==> config.mk <==
export PLATFORM = sky130hd
export DESIGN_NAME = fuzzy_subsequence_scorer_flat
export DESIGN_NICKNAME = d
export VERILOG_FILES = /design/src/rtl/fss_pkg.sv /design/src/rtl/fss_in_if.sv /design/src/rtl/fss_out_if.sv /design/src/rtl/fss_cfg_regs.sv /design/src/rtl/fss_in_stage.sv /design/src/rtl/fss_match_core.sv /design/src/rtl/fuzzy_subsequence_scorer.sv /design/src/flat_wrapper.sv
export VERILOG_INCLUDE_DIRS = /design/src /design/src/rtl
export SDC_FILE = /design/constraint.sdc
export NUM_CORES = 1
export LEC_CHECK = 0
export BUFFER_PORTS_ARGS = -buffer_cell sky130_fd_sc_hd__buf_4
export CORE_ASPECT_RATIO = 0.75
export CORE_MARGIN = 8
export CORE_UTILIZATION = 40
export CTS_CLUSTER_DIAMETER = 100
export DETAILED_ROUTE_END_ITERATION = 7
export GPL_TIMING_DRIVEN = 0
export PLACE_DENSITY_LB_ADDON = 0.2
export SLEW_MARGIN = 40
export SYNTH_ARGS = -nofsm -noshare
export SYNTH_HDL_FRONTEND = slang
export SYNTH_SLANG_ARGS = --single-unit
==> constraint.sdc <==
create_clock -name clk -period 6.4 [get_ports clk]
set_clock_uncertainty 0.1 [all_clocks]
set_input_delay 0.32 -clock clk [delete_from_list [all_inputs] [get_ports clk]]
set_output_delay 0.32 -clock clk [all_outputs]
set_load 0.01 [all_outputs]
==> src/rtl/fuzzy_subsequence_scorer_macros.svh <==
// ---------------------------------------------------------------------------
// Fuzzy subsequence scorer assertion macros
// Shared concurrent assertion forms, clocked and disabled during reset.
// ---------------------------------------------------------------------------
`ifndef FUZZY_SUBSEQUENCE_SCORER_MACROS_SVH
`define FUZZY_SUBSEQUENCE_SCORER_MACROS_SVH

// Consequent must hold in the same cycle as the antecedent.
`define FSS_ASSERT_NOW(label, clk, rst_n, ante, cons) \
	label: assert property (@(posedge clk) disable iff (!rst_n) (ante) |-> (cons)) \
		else $error("fss assertion failed");

// Consequent must hold in the cycle after the antecedent.
`define FSS_ASSERT_NEXT(label, clk, rst_n, ante, cons) \
	label: assert property (@(posedge clk) disable iff (!rst_n) (ante) |=> (cons)) \
		else $error("fss assertion failed");

`endif

==> src/rtl/fss_pkg.sv <==
// ---------------------------------------------------------------------------
// Fuzzy subsequence scorer package
// Widths, register codes, score weights and character class helpers.
// ---------------------------------------------------------------------------
package fss_pkg;

	localparam int QUERY_MAX_DEF = 8;
	localparam int CHAR_W        = 8;
	localparam int LEN_W         = 4;
	localparam int TPOS_W        = 4;
	localparam int TPOS_SAT      = 9;
	localparam int SCORE_W       = 8;
	localparam int BONUS_W       = 6;
	localparam int CFG_DATA_W    = 64;
	localparam int CFG_IDX_W     = 1;

	typedef enum logic [CFG_IDX_W-1:0] {
		REG_QUERY_CHARS  = 1'b0,
		REG_QUERY_LENGTH = 1'b1
	} cfg_reg_t;

	localparam logic [BONUS_W-1:0]   PTS_MATCH    = 6'd5;
	localparam logic [BONUS_W-1:0]   PTS_FIRST    = 6'd25;
	localparam logic [BONUS_W-1:0]   PTS_BOUNDARY = 6'd10;
	localparam logic [BONUS_W-1:0]   PTS_RUN      = 6'd8;
	localparam logic [SCORE_W:0]     PTS_PREFIX   = 9'd40;

	typedef struct packed {
		logic [CHAR_W-1:0] target_char;
		logic              char_present;
		logic              last_of_target;
	} item_t;

	function automatic logic is_upper(input logic [CHAR_W-1:0] ch);
		return (ch >= 8'h41) && (ch <= 8'h5A);
	endfunction

	function automatic logic is_lower(input logic [CHAR_W-1:0] ch);
		return (ch >= 8'h61) && (ch <= 8'h7A);
	endfunction

	function automatic logic is_digit(input logic [CHAR_W-1:0] ch);
		return (ch >= 8'h30) && (ch <= 8'h39);
	endfunction

	function automatic logic is_alnum(input logic [CHAR_W-1:0] ch);
		return is_upper(ch) || is_lower(ch) || is_digit(ch);
	endfunction

	// Only A-Z fold; every other byte passes through unchanged.
	function automatic logic [CHAR_W-1:0] fold(input logic [CHAR_W-1:0] ch);
		return is_upper(ch) ? (ch + 8'h20) : ch;
	endfunction

	function automatic logic word_boundary(input logic [CHAR_W-1:0] prev,
			input logic [CHAR_W-1:0] cur);
		return (is_lower(prev) && is_upper(cur)) || (!is_alnum(prev) && is_alnum(cur));
	endfunction

endpackage

==> src/rtl/fss_in_if.sv <==
// ---------------------------------------------------------------------------
// Fuzzy subsequence scorer character channel
// Valid/ready channel carrying one candidate character per word.
// ---------------------------------------------------------------------------
interface fss_in_if;
	logic                      valid;
	logic                      ready;
	logic [fss_pkg::CHAR_W-1:0] target_char;
	logic                      char_present;
	logic                      last_of_target;

	modport source (output valid, output target_char, output char_present,
		output last_of_target, input ready);
	modport sink (input valid, input target_char, input char_present,
		input last_of_target, output ready);
endinterface

==> src/rtl/fss_out_if.sv <==
// ---------------------------------------------------------------------------
// Fuzzy subsequence scorer result channel
// Valid/ready channel carrying one score word per candidate.
// ---------------------------------------------------------------------------
interface fss_out_if;
	logic                        valid;
	logic                        ready;
	logic [fss_pkg::SCORE_W-1:0] match_score;
	logic                        matched;

	modport source (output valid, output match_score, output matched, input ready);
	modport sink (input valid, input match_score, input matched, output ready);
endinterface

==> src/rtl/fss_cfg_regs.sv <==
// ---------------------------------------------------------------------------
// Fuzzy subsequence scorer configuration registers
// Query characters and length, with the length clamped to the query size.
// ---------------------------------------------------------------------------
module fss_cfg_regs #(
	parameter int QUERY_MAX = fss_pkg::QUERY_MAX_DEF
) (
	input  logic                                      clk,
	input  logic                                      arst_n,
	input  logic                                      cfg_we,
	input  logic [fss_pkg::CFG_IDX_W-1:0]             cfg_index,
	input  logic [fss_pkg::CFG_DATA_W-1:0]            cfg_data,
	output logic [QUERY_MAX-1:0][fss_pkg::CHAR_W-1:0] query_bytes,
	output logic [fss_pkg::LEN_W-1:0]                 eff_len
);
	import fss_pkg::*;

	logic [QUERY_MAX-1:0][CHAR_W-1:0] chars_q;
	logic [LEN_W-1:0]                 len_q;

	always_ff @(posedge clk or negedge arst_n) begin
		if (!arst_n) begin
			chars_q <= '0;
			len_q   <= '0;
		end else if (cfg_we) begin
			unique case (cfg_reg_t'(cfg_index))
				REG_QUERY_CHARS: begin
					chars_q <= cfg_data[QUERY_MAX*CHAR_W-1:0];
				end
				REG_QUERY_LENGTH: begin
					len_q <= cfg_data[LEN_W-1:0];
				end
			endcase
		end
	end

	assign query_bytes = chars_q;
	assign eff_len     = (len_q > LEN_W'(QUERY_MAX)) ? LEN_W'(QUERY_MAX) : len_q;

endmodule

==> src/rtl/fss_in_stage.sv <==
// ---------------------------------------------------------------------------
// Fuzzy subsequence scorer input register
// Captures one character word and holds it until the match core takes it.
// ---------------------------------------------------------------------------
module fss_in_stage (
	input  logic            clk,
	input  logic            arst_n,
	fss_in_if.sink          in_ch,
	output logic            item_valid,
	output fss_pkg::item_t  item,
	input  logic            item_take
);
	import fss_pkg::*;

	logic  valid_s1;
	item_t item_s1;

	// A new word may enter in the same cycle the held one is consumed.
	assign in_ch.ready = !valid_s1 || item_take;

	always_ff @(posedge clk or negedge arst_n) begin
		if (!arst_n) begin
			valid_s1 <= 1'b0;
		end else if (in_ch.ready) begin
			valid_s1 <= in_ch.valid;
		end
	end

	always_ff @(posedge clk) begin
		if (in_ch.valid && in_ch.ready) begin
			item_s1.target_char    <= in_ch.target_char;
			item_s1.char_present   <= in_ch.char_present;
			item_s1.last_of_target <= in_ch.last_of_target;
		end
	end

	assign item_valid = valid_s1;
	assign item       = item_s1;

endmodule

==> src/rtl/fss_match_core.sv <==
// ---------------------------------------------------------------------------
// Fuzzy subsequence scorer match core
// Per-character greedy match, score update and registered result word.
// ---------------------------------------------------------------------------
`include "fuzzy_subsequence_scorer_macros.svh"

module fss_match_core #(
	parameter int QUERY_MAX = fss_pkg::QUERY_MAX_DEF
) (
	input  logic                                      clk,
	input  logic                                      arst_n,
	input  logic                                      item_valid,
	input  fss_pkg::item_t                            item,
	output logic                                      item_take,
	input  logic [QUERY_MAX-1:0][fss_pkg::CHAR_W-1:0] query_bytes,
	input  logic [fss_pkg::LEN_W-1:0]                 eff_len,
	fss_out_if.source                                 out_ch
);
	import fss_pkg::*;

	localparam int IDX_W = (QUERY_MAX > 1) ? $clog2(QUERY_MAX) : 1;

	logic [LEN_W-1:0]   qpos_q, qpos_d;
	logic [SCORE_W-1:0] score_q, score_d;
	logic [CHAR_W-1:0]  prev_q, prev_d;
	logic               last_match_q, last_match_d;
	logic [TPOS_W-1:0]  tpos_q, tpos_d;
	logic               prefix_q, prefix_d;

	logic               out_valid_q;
	logic [SCORE_W-1:0] out_score_q;
	logic               out_matched_q;

	logic [CHAR_W-1:0]  lc, tq, mq;
	logic [BONUS_W-1:0] bonus;
	logic               done;
	logic [SCORE_W:0]   total;
	logic [SCORE_W-1:0] final_score;
	logic               fire;

	// The last character of a candidate needs the result register free.
	assign fire      = item_valid && (!item.last_of_target || !out_valid_q || out_ch.ready);
	assign item_take = fire;

	always_comb begin
		lc = fold(item.target_char);
		// Both lookups are only used when their position is below the length.
		tq = fold(query_bytes[tpos_q[IDX_W-1:0]]);
		mq = fold(query_bytes[qpos_q[IDX_W-1:0]]);

		bonus = PTS_MATCH;
		if (tpos_q == '0) begin
			bonus = bonus + PTS_FIRST;
		end else if (word_boundary(prev_q, item.target_char)) begin
			bonus = bonus + PTS_BOUNDARY;
		end
		if (last_match_q) begin
			bonus = bonus + PTS_RUN;
		end

		qpos_d       = qpos_q;
		score_d      = score_q;
		prev_d       = prev_q;
		last_match_d = last_match_q;
		tpos_d       = tpos_q;
		prefix_d     = prefix_q;

		if (item.char_present) begin
			if ((tpos_q < eff_len) && (lc != tq)) begin
				prefix_d = 1'b0;
			end
			if (qpos_q < eff_len) begin
				if (lc == mq) begin
					score_d      = score_q + SCORE_W'(bonus);
					last_match_d = 1'b1;
					qpos_d       = qpos_q + 1'b1;
				end else begin
					last_match_d = 1'b0;
				end
			end
			prev_d = item.target_char;
			if (tpos_q < TPOS_W'(TPOS_SAT)) begin
				tpos_d = tpos_q + 1'b1;
			end
		end

		done  = (qpos_d >= eff_len);
		total = {1'b0, score_d} + (prefix_d ? PTS_PREFIX : '0);
		final_score = '0;
		if ((eff_len != '0) && done) begin
			final_score = total[SCORE_W] ? '1 : total[SCORE_W-1:0];
		end
	end

	always_ff @(posedge clk or negedge arst_n) begin
		if (!arst_n) begin
			qpos_q       <= '0;
			score_q      <= '0;
			prev_q       <= '0;
			last_match_q <= 1'b0;
			tpos_q       <= '0;
			prefix_q     <= 1'b1;
		end else if (fire) begin
			if (item.last_of_target) begin
				qpos_q       <= '0;
				score_q      <= '0;
				prev_q       <= '0;
				last_match_q <= 1'b0;
				tpos_q       <= '0;
				prefix_q     <= 1'b1;
			end else begin
				qpos_q       <= qpos_d;
				score_q      <= score_d;
				prev_q       <= prev_d;
				last_match_q <= last_match_d;
				tpos_q       <= tpos_d;
				prefix_q     <= prefix_d;
			end
		end
	end

	always_ff @(posedge clk or negedge arst_n) begin
		if (!arst_n) begin
			out_valid_q <= 1'b0;
		end else if (fire && item.last_of_target) begin
			out_valid_q <= 1'b1;
		end else if (out_ch.ready) begin
			out_valid_q <= 1'b0;
		end
	end

	always_ff @(posedge clk) begin
		if (fire && item.last_of_target) begin
			out_score_q   <= final_score;
			out_matched_q <= done;
		end
	end

	assign out_ch.valid       = out_valid_q;
	assign out_ch.match_score = out_score_q;
	assign out_ch.matched     = out_matched_q;

	`FSS_ASSERT_NOW(a_qpos_bound, clk, arst_n, 1'b1, qpos_q <= LEN_W'(QUERY_MAX))
	`FSS_ASSERT_NOW(a_tpos_sat, clk, arst_n, 1'b1, tpos_q <= TPOS_W'(TPOS_SAT))
	`FSS_ASSERT_NEXT(a_clear_after_last, clk, arst_n, fire && item.last_of_target,
		qpos_q == '0 && score_q == '0 && tpos_q == '0 && prefix_q)
	`FSS_ASSERT_NOW(a_unmatched_zero, clk, arst_n, out_valid_q && !out_matched_q, out_score_q == '0)

endmodule

==> src/rtl/fuzzy_subsequence_scorer.sv <==
// ---------------------------------------------------------------------------
// Fuzzy subsequence scorer
// Greedy case-insensitive subsequence match of a candidate against a query.
// ---------------------------------------------------------------------------
// The candidate streams in one character word per cycle; a new word is
// accepted every cycle while results are being taken. Each word is captured
// in an input register, then matched and scored by the match core, and the
// word marked last loads the result register. The only stall comes from
// the result register: a last character waits while a previous result
// has not been taken. Program the query registers only while no candidate
// is in flight.
module fuzzy_subsequence_scorer #(
	parameter int QUERY_MAX = fss_pkg::QUERY_MAX_DEF
) (
	input  logic                           clk,
	input  logic                           arst_n,
	fss_in_if.sink                         in_ch,
	fss_out_if.source                      out_ch,
	input  logic                           cfg_we,
	input  logic [fss_pkg::CFG_IDX_W-1:0]  cfg_index,
	input  logic [fss_pkg::CFG_DATA_W-1:0] cfg_data
);
	import fss_pkg::*;

	logic [QUERY_MAX-1:0][CHAR_W-1:0] query_bytes;
	logic [LEN_W-1:0]                 eff_len;
	logic                             item_valid;
	item_t                            item;
	logic                             item_take;

	fss_cfg_regs #(
		.QUERY_MAX(QUERY_MAX)
	) u_cfg (
		.clk        (clk),
		.arst_n     (arst_n),
		.cfg_we     (cfg_we),
		.cfg_index  (cfg_index),
		.cfg_data   (cfg_data),
		.query_bytes(query_bytes),
		.eff_len    (eff_len)
	);

	fss_in_stage u_in (
		.clk       (clk),
		.arst_n    (arst_n),
		.in_ch     (in_ch),
		.item_valid(item_valid),
		.item      (item),
		.item_take (item_take)
	);

	fss_match_core #(
		.QUERY_MAX(QUERY_MAX)
	) u_core (
		.clk        (clk),
		.arst_n     (arst_n),
		.item_valid (item_valid),
		.item       (item),
		.item_take  (item_take),
		.query_bytes(query_bytes),
		.eff_len    (eff_len),
		.out_ch     (out_ch)
	);

endmodule

==> src/flat_wrapper.sv <==
// flat-port wrapper written by rule: the top's interface ports become plain ports
module fuzzy_subsequence_scorer_flat import fss_pkg::*;
#(
	parameter int QUERY_MAX = fss_pkg::QUERY_MAX_DEF
)
  (clk, arst_n, cfg_we, cfg_index, cfg_data, in_ch_valid, in_ch_target_char, in_ch_char_present, in_ch_last_of_target, in_ch_ready, out_ch_valid, out_ch_match_score, out_ch_matched, out_ch_ready);
  fss_in_if in_ch_i ();
  fss_out_if out_ch_i ();
  input  logic clk;
  input  logic arst_n;
  input  logic cfg_we;
  input  logic [fss_pkg::CFG_IDX_W-1:0] cfg_index;
  input  logic [fss_pkg::CFG_DATA_W-1:0] cfg_data;
  input wire logic [$bits(in_ch_i.valid)-1:0] in_ch_valid;
  input wire logic [$bits(in_ch_i.target_char)-1:0] in_ch_target_char;
  input wire logic [$bits(in_ch_i.char_present)-1:0] in_ch_char_present;
  input wire logic [$bits(in_ch_i.last_of_target)-1:0] in_ch_last_of_target;
  output wire logic [$bits(in_ch_i.ready)-1:0] in_ch_ready;
  output wire logic [$bits(out_ch_i.valid)-1:0] out_ch_valid;
  output wire logic [$bits(out_ch_i.match_score)-1:0] out_ch_match_score;
  output wire logic [$bits(out_ch_i.matched)-1:0] out_ch_matched;
  input wire logic [$bits(out_ch_i.ready)-1:0] out_ch_ready;
  assign in_ch_i.valid = in_ch_valid;
  assign in_ch_i.target_char = in_ch_target_char;
  assign in_ch_i.char_present = in_ch_char_present;
  assign in_ch_i.last_of_target = in_ch_last_of_target;
  assign in_ch_ready = in_ch_i.ready;
  assign out_ch_valid = out_ch_i.valid;
  assign out_ch_match_score = out_ch_i.match_score;
  assign out_ch_matched = out_ch_i.matched;
  assign out_ch_i.ready = out_ch_ready;
  fuzzy_subsequence_scorer #(.QUERY_MAX(QUERY_MAX)) u_core (.clk(clk), .arst_n(arst_n), .in_ch(in_ch_i), .out_ch(out_ch_i), .cfg_we(cfg_we), .cfg_index(cfg_index), .cfg_data(cfg_data));
endmodule
==> results of run 1 <==
==> how the worst max path moves through the flow <==
stage	start	to	cells after the start
3_5_place_dp	u_core.u_core.tpos_q[1]$_DFFE_PN0P_	u_core.u_core.out_ch.match_score[3]$_SDFFCE_PN0P_	20
6_report	u_core.u_core.tpos_q[1]$_DFFE_PN0P_	u_core.u_core.out_ch.match_score[3]$_SDFFCE_PN0P_	20
4_1_cts	u_core.u_core.tpos_q[1]$_DFFE_PN0P_	u_core.u_core.out_ch.match_score[3]$_SDFFCE_PN0P_	20
3_3_place_gp	u_core.u_core.tpos_q[1]$_DFFE_PN0P_	u_core.u_core.out_ch.match_score[3]$_SDFFCE_PN0P_	20
5_1_grt	u_core.u_core.tpos_q[1]$_DFFE_PN0P_	u_core.u_core.out_ch.match_score[3]$_SDFFCE_PN0P_	20
2_1_floorplan	u_core.u_in.item[3]$_DFFE_PP_	u_core.u_core.out_ch.match_score[6]$_SDFFCE_PN0P_	17
==> cell usage after synthesis (all sizes together) (3+ instances only) <==
cell / number / share of area
xnor2: 15 / 0.019
a31oi: 4 / 0.0035
nand2: 43 / 0.023
a211oi: 3 / 0.0049
xor2: 6 / 0.0074
o21a: 4 / 0.0042
dfrtp: 95 / 0.34
or4: 3 / 0.0037
edfxtp: 19 / 0.081
inv: 20 / 0.011
a22o: 8 / 0.0099
ha: 25 / 0.044
o22ai: 8 / 0.0079
clkbuf: 22 / 0.012
and2: 4 / 0.0035
and3: 3 / 0.0026
a21oi: 35 / 0.025
nor4: 4 / 0.0044
a211o: 5 / 0.0062
mux2: 81 / 0.13
mux2i: 27 / 0.040
nor2b: 21 / 0.019
nor2: 19 / 0.010
a22oi: 8 / 0.0085
nand3: 6 / 0.0042
mux4: 22 / 0.070
o21bai: 3 / 0.0037
nor3: 13 / 0.0092
o21ai: 29 / 0.021
buf: 12 / 0.016
a21o: 5 / 0.0053
nand2b: 11 / 0.0097
==> timing repair <==
action	in CTS	in global routing
hold endpoints to repair	106	0
resized for setup	0	0
buffers inserted	0	0
hold buffers	12	0
==> per-layer routing <==
| layer | routed length (um) | vias up |
|---|---|---|
| li1 | - | 2540 |
| met1 | 9104 | 2701 |
| met2 | 8364 | 149 |
| met3 | 1160 | 28 |
| met4 | 271 | 0 |
| met5 | 0 | - |
==> worst register-to-register path, delay by kind of cell (launching register included) <==
kind / cells / cell delay, ns
simple gates: 3 / 0.25
flops: 1 / 0.39
buf+inv: 4 / 1.50
compound gates: 8 / 1.73
mux: 1 / 0.36
fa+ha+maj: 3 / 0.97
xor+xnor: 1 / 0.15
==> cell families after synthesis <==
logic type	Yosys count	share of synthesized area
simple gates	139	0.1020
compound gates	132	0.1271
mux	130	0.2396
flops	115	0.4197
buf+inv	54	0.03866
fa+ha+maj	26	0.04696
xor+xnor	21	0.02595
==> registers in the layout, indices dropped and copies added (netlist names) <==
| register | cells |
|---|---|
| u_core.u_core.last_match_q | 1 |
| u_core.u_core.prefix_q | 1 |
| u_core.u_core.prev_q | 8 |
| u_core.u_core.out_ch.matched | 1 |
| u_core.u_cfg.len_q | 4 |
| u_core.u_in.item | 10 |
| u_core.u_core.out_ch.valid | 1 |
| u_core.u_core.qpos_q | 4 |
| u_core.u_in.item_valid | 1 |
| u_core.u_cfg.query_bytes | 64 |
| u_core.u_core.out_ch.match_score | 8 |
| u_core.u_core.tpos_q | 4 |
| u_core.u_core.score_q | 8 |
==> power by group <==
group	switching [W]	internal, W	total, W
Clock	0.000354	0.000649	0.00100
Sequential	0.0000889	0.000843	0.000932
Combinational	0.000365	0.000350	0.000715
Total	0.000808	0.00184	0.00265
==> through the flow <==
stage	hold slack, ns	power (W)
after global routing	0.01209	0.002790
after detailed placement	0.3119	0.001646
after global placement	0.3979	0.001622
final	0.02545	0.002650
after CTS	0.008469	0.002669
after floorplan	-0.07559	0.001420
==> cell usage in the layout (no fill, tap or decap), types with 8 or more instances in the layout <==
| cell type | count |
|---|---|
| sky130_fd_sc_hd__nand2b_1 | 11 |
| sky130_fd_sc_hd__nand2_1 | 43 |
| sky130_fd_sc_hd__clkbuf_16 | 21 |
| sky130_fd_sc_hd__mux2i_1 | 25 |
| sky130_fd_sc_hd__dfrtp_1 | 95 |
| sky130_fd_sc_hd__xnor2_1 | 15 |
| sky130_fd_sc_hd__o21ai_0 | 23 |
| sky130_fd_sc_hd__buf_4 | 93 |
| sky130_fd_sc_hd__ha_1 | 25 |
| sky130_fd_sc_hd__nor3_1 | 13 |
| sky130_fd_sc_hd__a22o_1 | 8 |
| sky130_fd_sc_hd__edfxtp_1 | 19 |
| sky130_fd_sc_hd__nor2b_1 | 21 |
| sky130_fd_sc_hd__inv_1 | 20 |
| sky130_fd_sc_hd__a22oi_1 | 8 |
| sky130_fd_sc_hd__dlygate4sd3_1 | 12 |
| sky130_fd_sc_hd__nor2_1 | 19 |
| sky130_fd_sc_hd__clkbuf_1 | 20 |
| sky130_fd_sc_hd__mux4_2 | 22 |
| sky130_fd_sc_hd__mux2_2 | 73 |
| sky130_fd_sc_hd__a21oi_1 | 34 |
==> area by class of cell <==
cell class              count  share of cell area
plain buffers              34             0.02257
clock buffers              24             0.06278
clock inverters             8            0.009312
inverters                  20            0.008465
multi-input cells         448              0.4337
flip-flops and latches    115              0.3354
well taps                 242             0.03414
repair buffers            103             0.09368
==> results.tsv, run 1 <==
stage	metric	value	unit
global_routing	total routing usage reported by global routing	0.1748	
timing	Hold Fails Final Rpt	0	
route	routed wire length	18.90	mm
layout	layout cell share with drive strength beyond 1	0.3285	
global_routing	Top Usage Layer GRT	met2	
floorplanning	Die X	169.7	um
route	post-route DRC violation count	0	
floorplanning	die area	22280	um^2
worst_setup_path	slowest cell delay on critical path	0.64	ns
worst_setup_path	endpoint of the worst register-to-register path	u_core.u_core.out_ch.match_score[3]$_SDFFCE_PN0P_	
worst_setup_path	cell-by-cell trace of the critical path	clkbuf_1 > clkbuf_1 > inv_1 > ha_1 > nand2b_1 > nor2_1 > inv_1 > o311ai_0 > ha_1 > a211o_1 > a21oi_1 > o21bai_1 > xor2_1 > mux2_1 > ha_1 > nand3_1 > a211o_1 > o311a_1 > o21bai_2 > a21oi_1	
logic_synthesis	register area share after synthesis	0.4197	
clocking	largest buffer count on any clock path	2	
min_path	worst min-delay path category	primary input to register	
worst_setup_path	Worst R2R Path Depth	20	
flow_run	Max Cap Viol	0	
placed_design	gp weighted congestion	0.8762	
logic_synthesis	instance count of the mapped netlist	617	
power_and_ir_drop	Leak Pwr	3.660	nW
route	routed vias	5418	
global_routing	wire length of the first global-routing pass	30.57	mm
floorplanning	standard-cell row count	42	
logic_synthesis	flip-flop and latch count after synthesis	115	
placed_design	total instance count after detailed placement	949	
worst_setup_path	setup slack of the worst register-to-register path	0.81	ns
logic_synthesis	netlist area before placement	7087	um^2
timing	unrepaired setup endpoints after global routing	false	
power_and_ir_drop	total power divided by cell area	298.8	nW/um^2
route	routed length per placed instance	19.01	um
placed_design	dpl cell area	8080	um^2
timing	final critical path time including I/O delays and setup	5.588	ns
worst_setup_path	Most Frequent Cell on Critical Path	sky130_fd_sc_hd__ha_1	
timing	fmax	179.0	MHz
timing	Tcrit/Tclk final	0.8731	
worst_setup_path	crit path buf inv count	4	
route	via density per instance	5.451	
global_routing	GR met3 Demand/Resource	0.05177	
floorplanning	Initial Utilization	0.4050	
worst_setup_path	critical path startpoint category	register	
timing	Max-Slew Margin vs Limit	0.4730	
global_routing	maximum number of pins on one net before global-route repair	97	
layout	synth-to-layout area growth	25.14	%
floorplanning	chip height	131.3	um
worst_setup_path	master of the slowest instance on the critical path	sky130_fd_sc_hd__clkbuf_1	
clocking	CTS tree	built	
timing	Final Slew Violations	0	
logic_synthesis	Post-Synthesis Mean Instance Area	11.49	um^2
logic_synthesis	Primary FF master, synth	sky130_fd_sc_hd__dfrtp_1	
layout	area taken by multi-input logic gates	3846	um^2
global_routing	antenna violations before repair	0	
power_and_ir_drop	maximum vdd ir drop	167.8	uV
worst_setup_path	class of the most critical setup path	register to register	
placed_design	quantity of I/O buffers inserted on ports	90	
clocking	post-CTS clock slew at the launch and capture registers of the worst setup and hold paths	0.06	ns
clocking	total number of clock tree sinks	115	
floorplanning	number of ports placed on the die boundary	91	
worst_setup_path	required time at the worst-slack endpoint	6.57	ns
layout	Core Util, Final	0.5068	
layout	count of non-filler cells in the finished layout	994	
clocking	cell chosen for the clock root	sky130_fd_sc_hd__clkbuf_16	
timing	Setup-failing EPs final	0	
timing	setup total negative slack	0	ns
global_routing	met1 GRT Util	0.2415	
worst_setup_path	maximum fanout along the worst path	10	
logic_synthesis	number of enable-type register cells in the synthesized netlist	19	
layout	post-route cell area	8869	um^2
route	number of DRC markers in iteration 0	440	
clocking	number of H-tree levels	4	
placed_design	setup slack after placement	0.9175	ns
placed_design	total half-perimeter wirelength after legalization and detailed placement	14.28	mm
logic_synthesis	Yosys warning count	0	
clocking	later-pin clock latency in the skew report	0.42	ns
layout	number of diodes added for antenna fixing	0	
logic_synthesis	post-synthesis async set-or-reset flop share	0.8348	
layout	number of fill cells in the layout	1559	
min_path	Worst Hold Endpoint	u_core.u_cfg.query_bytes[62]$_DFFE_PN0P_	
timing	min setup slack post-route	0.8122	ns
min_path	Cells on Worst Hold Path	2	
status	outcome	completed	
global_routing	vias in the first global route	5634	
route	antenna-violating nets left	0	
global_routing	total global routing overflow	0	
logic_synthesis	Synth Net Count	723	
global_routing	met2 usage	0.2570	
route	Pre-Repair DR Iteration Count	5	
layout	Sequential cell area	2974	um^2
min_path	launch instance of the worst min-delay path	cfg_data[62]	
floorplanning	Core Area	17500	um^2
logic_synthesis	Synth cell types	74	
clocking	CTS buffer count	17	
worst_setup_path	R2R Path Start	u_core.u_core.tpos_q[1]$_DFFE_PN0P_	
timing	transition at the pin with the smallest max-transition slack	0.7806	ns
worst_setup_path	largest delay contributor family on the critical path	compound AO/OA/AOI/OAI gates	
layout	Nets	845	
worst_setup_path	capturing element type of the critical path	register	
worst_setup_path	arrival time of data at the critical path endpoint	5.76	ns
Note: power is estimated with default switching activity, not from simulation.
==> inputs of run 2 (changes only) <==
--- a/config.mk
+++ b/config.mk
@@ -6,6 +6,7 @@
 export SDC_FILE = /design/constraint.sdc
 export NUM_CORES = 1
 export LEC_CHECK = 0
+export ABC_AREA = 1
 export BUFFER_PORTS_ARGS = -buffer_cell sky130_fd_sc_hd__buf_4
 export CORE_ASPECT_RATIO = 0.75
 export CORE_MARGIN = 8
==> run 2 against run 1 <==
  * Hold slack worse by 0.014 ns
  * Synthesized area is 3.1% lower
  * Count of clock-buffer cells in the layout stayed put
  * Maximum frequency is 24% higher
  * Synthesized cell count is 48% higher
  * Combinational power is 27% lower
  * Critical endpoint is now u_core.u_core.out_ch.match_score[1]$_SDFFCE_PN0P_
  * Largest power group unchanged
==> results.tsv, run 2 <==
stage	metric	value	unit
worst_setup_path	slowest cell delay on critical path	0.51	ns
logic_synthesis	instance count of the mapped netlist	911	
layout	Nets	1139	
route	via density per instance	5.232	
logic_synthesis	Yosys warning count	0	
global_routing	maximum number of pins on one net before global-route repair	97	
route	number of DRC markers in iteration 0	624	
worst_setup_path	master of the slowest instance on the critical path	sky130_fd_sc_hd__buf_1	
layout	Core Util, Final	0.5116	
floorplanning	Initial Utilization	0.4082	
logic_synthesis	cell types occupying the most area after synthesis	sky130_fd_sc_hd__dfrtp_1, sky130_fd_sc_hd__nand2_1, sky130_fd_sc_hd__edfxtp_1, sky130_fd_sc_hd__a21oi_1, sky130_fd_sc_hd__inv_1	
floorplanning	die area	21670	um^2
worst_setup_path	arrival time of data at the critical path endpoint	4.54	ns
layout	layout cell share with drive strength beyond 1	0.1472	
route	Pre-Repair DR Iteration Count	5	
timing	Setup-failing EPs final	0	
route	routed vias	6597	
status	outcome	completed	
logic_synthesis	top cell type by total area after synthesis	sky130_fd_sc_hd__dfrtp_1	
timing	fmax	222.3	MHz
layout	synth-to-layout area growth	25.32	%
clocking	number of H-tree levels	4	
timing	min setup slack post-route	1.901	ns
floorplanning	Core Area	16830	um^2
min_path	worst min-delay path category	primary input to register	
placed_design	setup slack after placement	2.002	ns
timing	unrepaired setup endpoints after global routing	false	
clocking	cell chosen for the clock root	sky130_fd_sc_hd__clkbuf_16	
worst_setup_path	class of the most critical setup path	register to register	
worst_setup_path	required time at the worst-slack endpoint	6.44	ns
logic_synthesis	flip-flop and latch count after synthesis	115	
logic_synthesis	Synth cell types	42	
placed_design	quantity of I/O buffers inserted on ports	90	
floorplanning	Die X	167.3	um
power_and_ir_drop	maximum vdd ir drop	187.5	uV
global_routing	vias in the first global route	6558	
route	routed length per placed instance	16.79	um
layout	number of diodes added for antenna fixing	0	
logic_synthesis	post-synthesis async set-or-reset flop share	0.8348	
route	post-route DRC violation count	0	
logic_synthesis	most instantiated library cell after synthesis	sky130_fd_sc_hd__nand2_1	
worst_setup_path	crit path buf inv count	5	
power_and_ir_drop	Leak Pwr	4.257	nW
logic_synthesis	register area share after synthesis	0.4330	
route	antenna-violating nets left	0	
timing	setup total negative slack	0	ns
global_routing	total global routing overflow	0	
logic_synthesis	Synth Net Count	1017	
floorplanning	standard-cell row count	41	
timing	Max-Slew Margin vs Limit	0.5245	
clocking	largest buffer count on any clock path	2	
logic_synthesis	Post-Synthesis Mean Instance Area	7.540	um^2
logic_synthesis	top cells by instance count after synthesis	sky130_fd_sc_hd__nand2_1, sky130_fd_sc_hd__inv_1, sky130_fd_sc_hd__a21oi_1	
logic_synthesis	number of enable-type register cells in the synthesized netlist	19	
placed_design	gp weighted congestion	0.9246	
clocking	later-pin clock latency in the skew report	0.43	ns
worst_setup_path	maximum fanout along the worst path	10	
timing	transition at the pin with the smallest max-transition slack	0.7132	ns
global_routing	antenna violations before repair	0	
worst_setup_path	Most Frequent Cell on Critical Path	sky130_fd_sc_hd__inv_1	
layout	flip-flop count of the largest register, all copies and words added	64	
clocking	total of cells resized after clock tree synthesis	0	
layout	highest-count cells in the layout ignoring fill and taps	sky130_fd_sc_hd__nand2_1, sky130_fd_sc_hd__inv_1, sky130_fd_sc_hd__a21oi_1	
power_and_ir_drop	total chip power	0.002420	W
layout	leading cell type in the layout, fill and taps excluded	sky130_fd_sc_hd__nand2_1	
worst_setup_path	cell-by-cell trace of the critical path	inv_1 > buf_1 > ha_1 > inv_1 > nor3_1 > nor2_1 > inv_1 > ha_1 > a211o_1 > a21oi_1 > o21bai_1 > xor2_1 > o21ai_1 > ha_1 > nand2_1 > inv_1 > nand2_1 > nand2_2 > nand2_2 > a21oi_1	
logic_synthesis	area share of the largest cell type after synthesis	0.3461	
clocking	total number of clock tree sinks	115	
route	routed wire length	21.17	mm
clocking	CTS buffer count	17	
worst_setup_path	capturing element type of the critical path	register	
timing	Tcrit/Tclk final	0.7029	
clocking	Setup Buffers After CTS	0	
logic_synthesis	Primary FF master, synth	sky130_fd_sc_hd__dfrtp_1	
global_routing	wire length of the first global-routing pass	34.29	mm
floorplanning	chip height	129.5	um
worst_setup_path	largest delay contributor family on the critical path	compound AO/OA/AOI/OAI gates	
flow_run	Max Cap Viol	0	
clocking	post-CTS clock slew at the launch and capture registers of the worst setup and hold paths	0.05	ns
global_routing	total routing usage reported by global routing	0.2022	
floorplanning	number of ports placed on the die boundary	91	
timing	Final Slew Violations	0	
clocking	CTS tree	built	
placed_design	total half-perimeter wirelength after legalization and detailed placement	15.54	mm
worst_setup_path	critical path startpoint category	register	
power_and_ir_drop	total power divided by cell area	281.1	nW/um^2
clocking	hold-fix buffers at CTS	12	
logic_synthesis	netlist area before placement	6869	um^2
timing	Hold Fails Final Rpt	0	
timing	final critical path time including I/O delays and setup	4.499	ns
-- run 2: changes by cell type after synthesis, sizes merged, moves of 27 or more --
cell / delta
a21oi: +66
nor2: +75
nand3: +73
nand2: +133
mux2: -76
inv: +118
mux2i: -27
o21ai: +44
-- run 2: cells by family after synthesis --
| family | Yosys count | share of synthesized area |
|---|---|---|
| xor gates and xnor gates | 18 | 0.02295 |
| adders and majority gates | 26 | 0.04845 |
| muxes | 5 | 0.008196 |
| buffers and inverters | 177 | 0.1025 |
| DFF | 115 | 0.4330 |
| AOI/OAI and AO/OA | 205 | 0.1610 |
| and+or+nand+nor | 365 | 0.2239 |
-- run 2: metrics by stage --
| stage | cell area, um^2 | hold slack [ns] | std cells |
|---|---|---|---|
| finish | 8608 | 0.01190 | 1261 |
| detailed placement | 7821 | 0.3226 | 1216 |
| CTS | 8581 | 0.002294 | 1260 |
| global placement | 7814 | 0.3993 | 1216 |
| floorplan | 6869 | -0.07559 | 911 |
| global route | 8608 | 0.02082 | 1261 |
-- run 2: layout make-up --
| class | count | area, um^2 |
|---|---|---|
| clock buffers | 24 | 493.0 |
| repair buffers | 103 | 830.8 |
| flip-flops and latches | 115 | 2974 |
| clock inverters | 8 | 146.4 |
| inverters | 139 | 521.8 |
| multi-input cells | 619 | 3191 |
| fillers | 1634 | 8218 |
| plain buffers | 38 | 182.7 |
| well taps | 215 | 269.0 |
-- run 2: worst reg2reg max path, stage by stage (launching register included) --
cell and delay, ns:
sky130_fd_sc_hd__dfrtp_1 0.48, sky130_fd_sc_hd__inv_1 0.24, sky130_fd_sc_hd__buf_1 0.52, sky130_fd_sc_hd__ha_1 0.28
sky130_fd_sc_hd__inv_1 0.04, sky130_fd_sc_hd__nor3_1 0.30, sky130_fd_sc_hd__nor2_1 0.20, sky130_fd_sc_hd__inv_1 0.09
sky130_fd_sc_hd__ha_1 0.23, sky130_fd_sc_hd__a211o_1 0.32, sky130_fd_sc_hd__a21oi_1 0.15, sky130_fd_sc_hd__o21bai_1 0.12
sky130_fd_sc_hd__xor2_1 0.16, sky130_fd_sc_hd__o21ai_1 0.25, sky130_fd_sc_hd__ha_1 0.31, sky130_fd_sc_hd__nand2_1 0.07
sky130_fd_sc_hd__inv_1 0.03, sky130_fd_sc_hd__nand2_1 0.07, sky130_fd_sc_hd__nand2_2 0.06, sky130_fd_sc_hd__nand2_2 0.12
sky130_fd_sc_hd__a21oi_1 0.08
-- run 2: final timing paths --
path / startpoint / end / slack, ns / cells after the start
worst max-delay path: u_core.u_core.tpos_q[1]$_DFFE_PN0P_ / u_core.u_core.out_ch.match_score[1]$_SDFFCE_PN0P_ / 1.90 / 20
worst min-delay path: in_ch_valid / u_core.u_in.item_valid$_DFFE_PN0N_ / 0.01 / 3
worst max register to register: u_core.u_core.tpos_q[1]$_DFFE_PN0P_ / u_core.u_core.out_ch.match_score[1]$_SDFFCE_PN0P_ / 1.90 / 20
worst min register to register: u_core.u_cfg.len_q[2]$_DFFE_PN0P_ / u_core.u_cfg.len_q[2]$_DFFE_PN0P_ / 0.42 / 2
max in group asynchronous: arst_n / u_core.u_cfg.query_bytes[13]$_DFFE_PN0P_ / 5.33 / 3
min in group asynchronous: arst_n / u_core.u_core.prev_q[7]$_DFFE_PN0P_ / 0.23 / 2
-- run 2: power breakdown --
group          switching, W  internal, W  total, W  leakage, nW
clock network      0.000346     0.000695   0.00104        0.310
logic              0.000329     0.000190  0.000519         2.63
registers         0.0000395     0.000821  0.000860         1.32
total              0.000714      0.00171   0.00242         4.26
-- run 2: layer usage --
metal	routed length, um	track usage	part of all wire	vias to the layer above
met5	0	0	0	-
met4	342	0.06283	0.016	0
li1	-	-	-	3230
met1	10230	0.2828	0.48	3049
met2	8687	0.2900	0.41	288
met3	1912	0.06715	0.090	30
